===== config.mk =====
export PLATFORM = sky130hd
export DESIGN_NAME = quoted_field_tokenizer
export DESIGN_NICKNAME = d
export VERILOG_FILES = /design/src/hw/rtl/qft_pkg.sv /design/src/hw/rtl/quoted_field_tokenizer.sv
export SDC_FILE = /design/constraint.sdc
export NUM_CORES = 1
export LEC_CHECK = 0
export ABC_AREA = 1
export BUFFER_PORTS_ARGS = -buffer_cell sky130_fd_sc_hd__buf_2
export CORE_MARGIN = 2
export CORE_UTILIZATION = 55
export DETAILED_ROUTE_END_ITERATION = 12
export PLACE_DENSITY = 0.78
export REMOVE_ABC_BUFFERS = 1
export SYNTH_ARGS = -nofsm -noshare
export SYNTH_HDL_FRONTEND = slang
export SYNTH_SLANG_ARGS = --single-unit

===== constraint.sdc =====
create_clock -name clk -period 3.5 [get_ports clk]
set_input_delay 0.175 -clock clk [delete_from_list [all_inputs] [get_ports clk]]
set_output_delay 0.175 -clock clk [all_outputs]
set_load 0.02 [all_outputs]

===== src/hw/rtl/qft_pkg.sv =====
// Package for the quoted field tokenizer.
// Holds result kind codes, character constants and the default field size.
// No dependencies.
package qft_pkg;

	localparam int unsigned MAX_FIELD_DEFAULT = 1024;

	localparam int unsigned BYTE_W   = 8;
	localparam int unsigned LENGTH_W = 10;

	typedef enum logic [1:0] {
		KIND_DATA = 2'd0,
		KIND_END  = 2'd1,
		KIND_ERR  = 2'd2
	} kind_t;

	localparam logic [BYTE_W-1:0] CH_NUL       = 8'h00;
	localparam logic [BYTE_W-1:0] CH_QUOTE     = 8'h22;
	localparam logic [BYTE_W-1:0] CH_BACKSLASH = 8'h5C;
	localparam logic [BYTE_W-1:0] CH_LF        = 8'h0A;
	localparam logic [BYTE_W-1:0] CH_CR        = 8'h0D;
	localparam logic [BYTE_W-1:0] CH_TAB       = 8'h09;
	localparam logic [BYTE_W-1:0] CH_SPACE     = 8'h20;
	localparam logic [BYTE_W-1:0] CH_LOWER_N   = 8'h6E;
	localparam logic [BYTE_W-1:0] CH_LOWER_T   = 8'h74;

endpackage


===== src/hw/rtl/quoted_field_tokenizer.sv =====
// Quoted field tokenizer: cuts a byte stream into fields with quote and escape handling.
// Depends on qft_pkg for kind codes and character constants.
//
//  channel | direction | signals                                        | transfer when
//  --------+-----------+------------------------------------------------+-------------------
//  in      | input     | in_valid, in_ready, in_byte                    | in_valid & in_ready
//  out     | output    | out_valid, out_ready, out_kind, out_byte,      | out_valid & out_ready
//          |           | field_length, field_last                       |
//  cfg     | input     | cfg_valid, cfg_ready, cfg_data                 | cfg_valid & cfg_ready
//
// One byte per cycle while the output is not stalled: a byte is held in the input
// register and its result, if any, is registered into the output register.
// The field state is updated in the same cycle as the byte leaves the input register.
// A stalled output holds the input register; the input side keeps taking bytes
// while the output register can empty in the same cycle.
// Reset clears the field state and sets escape_enable to one.
module quoted_field_tokenizer #(
	parameter int unsigned MAX_FIELD = qft_pkg::MAX_FIELD_DEFAULT
) (
	input  logic                          clk,
	input  logic                          arst_n,
	input  logic                          in_valid,
	output logic                          in_ready,
	input  logic [qft_pkg::BYTE_W-1:0]    in_byte,
	output logic                          out_valid,
	input  logic                          out_ready,
	output logic [1:0]                    out_kind,
	output logic [qft_pkg::BYTE_W-1:0]    out_byte,
	output logic [qft_pkg::LENGTH_W-1:0]  field_length,
	output logic                          field_last,
	input  logic                          cfg_valid,
	output logic                          cfg_ready,
	input  logic                          cfg_data
);
	import qft_pkg::*;

	localparam int unsigned CNT_W = (MAX_FIELD > 2) ? $clog2(MAX_FIELD) : 1;
	localparam logic [CNT_W-1:0] CNT_LIMIT = CNT_W'(MAX_FIELD - 1);

	// Input stage
	logic              valid_s1;
	logic [BYTE_W-1:0] byte_s1;

	// Field state
	logic             escape_enable_q;
	logic             in_field_q;
	logic             quoted_q;
	logic             esc_pend_q;
	logic [CNT_W-1:0] count_q;

	// Result register
	logic                out_valid_q;
	kind_t               kind_q;
	logic [BYTE_W-1:0]   obyte_q;
	logic [LENGTH_W-1:0] length_q;
	logic                last_q;

	logic process;

	// Next-state and result values
	logic             in_field_n;
	logic             quoted_n;
	logic             esc_pend_n;
	logic [CNT_W-1:0] count_n;
	logic             emit;
	kind_t            kind_n;
	logic [BYTE_W-1:0] obyte_n;
	logic [CNT_W-1:0] length_n;
	logic             last_n;
	logic [CNT_W+LENGTH_W-1:0] length_ext;

	assign process   = valid_s1 && (!out_valid_q || out_ready);
	assign in_ready  = !valid_s1 || process;
	assign cfg_ready = 1'b1;

	always_comb begin
		logic             quoted_v;
		logic [CNT_W-1:0] count_v;
		logic             do_store;
		logic             do_close;
		logic [BYTE_W-1:0] store_val;
		kind_t            close_kind;
		logic             done;

		quoted_v   = quoted_q;
		count_v    = count_q;
		do_store   = 1'b0;
		do_close   = 1'b0;
		store_val  = byte_s1;
		close_kind = KIND_END;
		done       = 1'b0;

		in_field_n = in_field_q;
		quoted_n   = quoted_q;
		esc_pend_n = esc_pend_q;
		count_n    = count_q;

		if (in_field_q && esc_pend_q) begin
			// The escaped byte is taken literally, but n and t become LF and TAB; NUL is refused.
			esc_pend_n = 1'b0;
			done       = 1'b1;
			if (byte_s1 == CH_NUL) begin
				do_close   = 1'b1;
				close_kind = KIND_ERR;
			end else begin
				do_store = 1'b1;
				if (byte_s1 == CH_LOWER_N) begin
					store_val = CH_LF;
				end else if (byte_s1 == CH_LOWER_T) begin
					store_val = CH_TAB;
				end
			end
		end else if (!in_field_q) begin
			in_field_n = 1'b1;
			count_v    = '0;
			count_n    = '0;
			esc_pend_n = 1'b0;
			if (byte_s1 == CH_QUOTE) begin
				quoted_n = 1'b1;
				done     = 1'b1;
			end else begin
				quoted_v = 1'b0;
				quoted_n = 1'b0;
			end
		end

		if (!done) begin
			if (byte_s1 == CH_NUL) begin
				do_close   = 1'b1;
				close_kind = KIND_ERR;
			end else if (!quoted_v && (byte_s1 == CH_SPACE || byte_s1 == CH_TAB)) begin
				do_close = 1'b1;
			end else if (byte_s1 == CH_BACKSLASH && escape_enable_q) begin
				esc_pend_n = 1'b1;
			end else if (byte_s1 == CH_QUOTE || byte_s1 == CH_LF || byte_s1 == CH_CR) begin
				do_close = 1'b1;
			end else begin
				do_store = 1'b1;
			end
		end

		emit     = 1'b0;
		kind_n   = KIND_DATA;
		obyte_n  = '0;
		length_n = count_v;
		last_n   = 1'b0;

		if (do_close) begin
			emit       = 1'b1;
			kind_n     = close_kind;
			last_n     = 1'b1;
			in_field_n = 1'b0;
			quoted_n   = 1'b0;
			esc_pend_n = 1'b0;
			count_n    = '0;
		end else if (do_store && (count_v < CNT_LIMIT)) begin
			// Bytes past the field limit are dropped without a result.
			emit     = 1'b1;
			obyte_n  = store_val;
			count_n  = count_v + 1'b1;
			length_n = count_v + 1'b1;
		end
	end

	assign length_ext = {{LENGTH_W{1'b0}}, length_n};

	always_ff @(posedge clk or negedge arst_n) begin
		if (!arst_n) begin
			valid_s1 <= 1'b0;
		end else if (in_ready) begin
			valid_s1 <= in_valid;
		end
	end

	always_ff @(posedge clk) begin
		if (in_valid && in_ready) begin
			byte_s1 <= in_byte;
		end
	end

	always_ff @(posedge clk or negedge arst_n) begin
		if (!arst_n) begin
			escape_enable_q <= 1'b1;
		end else if (cfg_valid && cfg_ready) begin
			escape_enable_q <= cfg_data;
		end
	end

	always_ff @(posedge clk or negedge arst_n) begin
		if (!arst_n) begin
			in_field_q <= 1'b0;
			quoted_q   <= 1'b0;
			esc_pend_q <= 1'b0;
			count_q    <= '0;
		end else if (process) begin
			in_field_q <= in_field_n;
			quoted_q   <= quoted_n;
			esc_pend_q <= esc_pend_n;
			count_q    <= count_n;
		end
	end

	always_ff @(posedge clk or negedge arst_n) begin
		if (!arst_n) begin
			out_valid_q <= 1'b0;
		end else if (process) begin
			out_valid_q <= emit;
		end else if (out_ready) begin
			out_valid_q <= 1'b0;
		end
	end

	always_ff @(posedge clk) begin
		if (process && emit) begin
			kind_q   <= kind_n;
			obyte_q  <= obyte_n;
			length_q <= length_ext[LENGTH_W-1:0];
			last_q   <= last_n;
		end
	end

	assign out_valid    = out_valid_q;
	assign out_kind     = kind_q;
	assign out_byte     = obyte_q;
	assign field_length = length_q;
	assign field_last   = last_q;

endmodule


==> run_results.csv <==
group,metric,value,unit
run_status,status,"finished clean",
critical_path,end_kind,"flop",
clock_network,cts_tree,"done",
synthesis,avgSynthCellArea,8.87,um^2
synthesis,synth_top_family_by_area,"simple AND/OR/NAND/NOR gates",
synthesis,synth_commonest_cells,"68 x nand2_1, 29 x edfxtp_1, 26 x inv_1, 26 x nand3_1",
cells_and_area,drive_above_1_share,24.8,%
placed_design,place_inst,344,
sta,finalHoldViolations,0,
sta,tns,0,ns
pwr,p_sw_share,29.5,%
drt,drc_errors,0,
pwr,p_per_area,485,mW/mm^2
global_route,first_global_vias,1637,
min_path,min_path_type,"in -> reg",
sta,hold_slack,0.0523,ns
floorplan,initial_core_util,57.9,%
floorplan,die_height,69.4,um
placed_design,dp_worst_setup_slack,1.02,ns
synthesis,ys_seq_area_share,54.2,%
synthesis,muxShareOfSynthArea,0.479,%
global_route,grt_pass1_wl,7.70,mm
synthesis,ys_warn_count,0,
clock_network,cts.clk_slew.worst_paths,0.08,ns
clock_network,hold_buffers,1,
placed_design,postPlaceCellArea,0.00252,mm^2
sta,skew,0.00869,ns
synthesis,yosysMostFrequentCell,"nand2_1",
synthesis,synthArstFlopShare,35.6,%
cells_and_area,diodes,0,
cells_and_area,area_growth,12.1,%
clock_network,clock_path_buffers,2,
placed_design,io_buffers,36,
cells_and_area,design_area,0.00264,mm^2
sta,rsz0062_at_grt,"no",
pwr,seq_power_share,53.4,%
sta,setup_viol,0,
floorplan,coreArea,0.00406,mm^2
sta,fin_crit_sh,72.7,%
synthesis,synth_compound_area_share,3.51,%
synthesis,synth_top_cell_area_share,37.1,%
clock_network,htree_levels,2,
synthesis,netlist_area,0.00235,mm^2
sta,setup_ws,0.954,ns
synthesis,ys_seq_elements,45,
floorplan,die_area,0.00481,mm^2
critical_path,startpoint_type,"flop",
synthesis,synthAdderAreaFrac,0.532,%
global_route,antenna_found_initial,0,
pwr,power_leakage,1.30,nW
sta,post-route-min-period,2.55,ns
clock_network,clock-sinks,45,
cells_and_area,finalNetCount,317,
drt,dr.pass1.iters,5,
synthesis,synth_area_leaders,"edfxtp_1 37%, dfrtp_1 16%, nand2_1 11%",
cells_and_area,instances_no_fill,353,
floorplan,die-width,69.4,um
synthesis,synthSimpleGateAreaFrac,32.1,%
sta,drv_slew,0,
drt,wirelength,4.42,mm
placed_design,hpwl,3.31,mm
clock_network,cts-resized-gates,0,
drt,avgRoutedWirePerCell,12.5,um
drt,viasPerCell,5.44,
clock_network,cts_root_buffer,"clkbuf_8",
critical_path,path_class,"reg -> reg",
drt,vias,1921,
pwr,p_comb_share,19.8,%
pwr,p_int,0.902,mW
global_route,grt_overflow,0,
pwr,total_power,1.28,mW
synthesis,synth_edf_count,29,
critical_path,required,3.54,ns
global_route,grt_max_degree,27,
clock_network,postCtsSetupBuffers,0,
drt,antenna_left,0,
synthesis,synth-xor-area-share,0,%
floorplan,top_level_ports,38,
clock_network,clock_latency,0.30,ns
synthesis,synthFlopType,"edfxtp_1",
clock_network,numCtsBuffers,5,
pwr,p_switching,0.377,mW
critical_path,worst-path-max-fanout,21,
flow_run,maxCapViolCount,0,
pwr,peakVddDrop,0.274,mV
synthesis,synthCells,265,
cells_and_area,fillers,322,
synthesis,yosysTopAreaCell,"edfxtp_1",
placed_design,gp_congestion,0.902,
global_route,track_usage,20.1,%
floorplan,rows,23,
pwr,clkPwrFrac,26.7,%
sta,max_freq,0.393,GHz
cells_and_area,fin_util,64.9,%
critical_path,cp.arrival,2.58,ns
drt,drt_iter0_drc,283,
synthesis,yosysUniqueCellTypes,27,
## cells by family (layout without fill, tap and decap cells)
kind of cell,after synthesis,after routing
multiplexers,1,1
AND/OR/NAND/NOR,158,158
AO/OA/AOI/OAI,16,16
adder cells (fa/ha/maj),1,1
flip-flops,45,45
buffers and inverters,43,81
other,1,1
## worst max-delay path, cell delays in order (launching register included)
cell and delay, ns:
dfrtp_1 0.57, nand2_1 0.12, inv_1 0.10, ha_1 0.19, nand3_1 0.14, nor2_2 0.17, nand3_1 0.09, nand2_1 0.08
inv_2 0.14, nand2_4 0.17, inv_1 0.07, nor2_1 0.14, nor2_1 0.06, buf_4 0.23
## path summary, 6_finish.rpt
kind,startpoint,endpoint,slack [ns],depth (start not counted)
worst max-delay path,in_field_q$_DFFE_PN0P_,out_byte[5]$_SDFFCE_PP0P_,0.95,13
worst min-delay path,in_byte[4],byte_s1[4]$_DFFE_PP_,0.05,1
worst max register to register,in_field_q$_DFFE_PN0P_,out_byte[5]$_SDFFCE_PP0P_,0.95,13
worst min register to register,count_q[4]$_DFFE_PN0P_,count_q[4]$_DFFE_PN0P_,0.49,2
max in group asynchronous,arst_n,escape_enable_q$_DFFE_PN1P_,2.89,2
min in group asynchronous,arst_n,count_q[9]$_DFFE_PN0P_,0.30,2
## power groups by stage
stage / Sequential [mW] / Clock [mW] / Combinational (mW)
after global routing: 0.692 / 0.378 / 0.280
after floorplan: 0.733 / 0 / 0.128
after detailed placement: 0.695 / 0 / 0.251
after global placement: 0.693 / 0 / 0.245
final: 0.683 / 0.342 / 0.254
after CTS: 0.684 / 0.349 / 0.253
## layer usage
layer	up-vias	GRT usage [%]	part of all wire, %
li1	959	-	-
met1	853	30.8	46
met2	100	27.9	44
met3	9	5.38	8.3
met4	0	5.88	1.2
met5	-	0	0
## cell usage in the layout (no fill, tap or decap)
cell type | synthesis | final
nand2_1 | 68 | 68
buf_2 | 1 | 36
edfxtp_1 | 29 | 29
inv_1 | 26 | 26
nand3_1 | 26 | 26
nor2_1 | 18 | 18
nand4_1 | 18 | 18
dfrtp_1 | 15 | 15
nand2_2 | 11 | 11
o21ai_0 | 9 | 9
inv_2 | 7 | 7
clkbuf_8 | 0 | 7
nor3_1 | 5 | 5
nor2_2 | 4 | 4
nor4_1 | 4 | 4
a21oi_1 | 4 | 4
nand2_4 | 3 | 3
o21ai_1 | 2 | 2
buf_4 | 1 | 2
inv_4 | 1 | 1
nor3_2 | 1 | 1
mux2_2 | 1 | 1
o21bai_1 | 1 | 1
ha_1 | 1 | 1
conb_1 | 1 | 1
clkinv_2 | 0 | 1
dfstp_2 | 1 | 1
dlygate4sd3_1 | 0 | 1
## state kept, by name, summed over array words and instances (netlist names), 2 cells and up
signal and cells:
count_q 10, field_length 10, byte_s1 8, out_byte 8, out_kind 2
## layout make-up
cell class	instances	area [um^2]	share of cell area [%]
Sequential cell	45	1270	48.3
Multi-Input combinational cell	177	863	32.8
Timing Repair Buffer	39	205	7.79
Inverter	34	130	4.94
Clock buffer	7	96.3	3.66
Tap cell	50	62.6	2.37
Clock inverter	1	5.00	0.190
No activity file was read; power rests on OpenSTA's default activity.
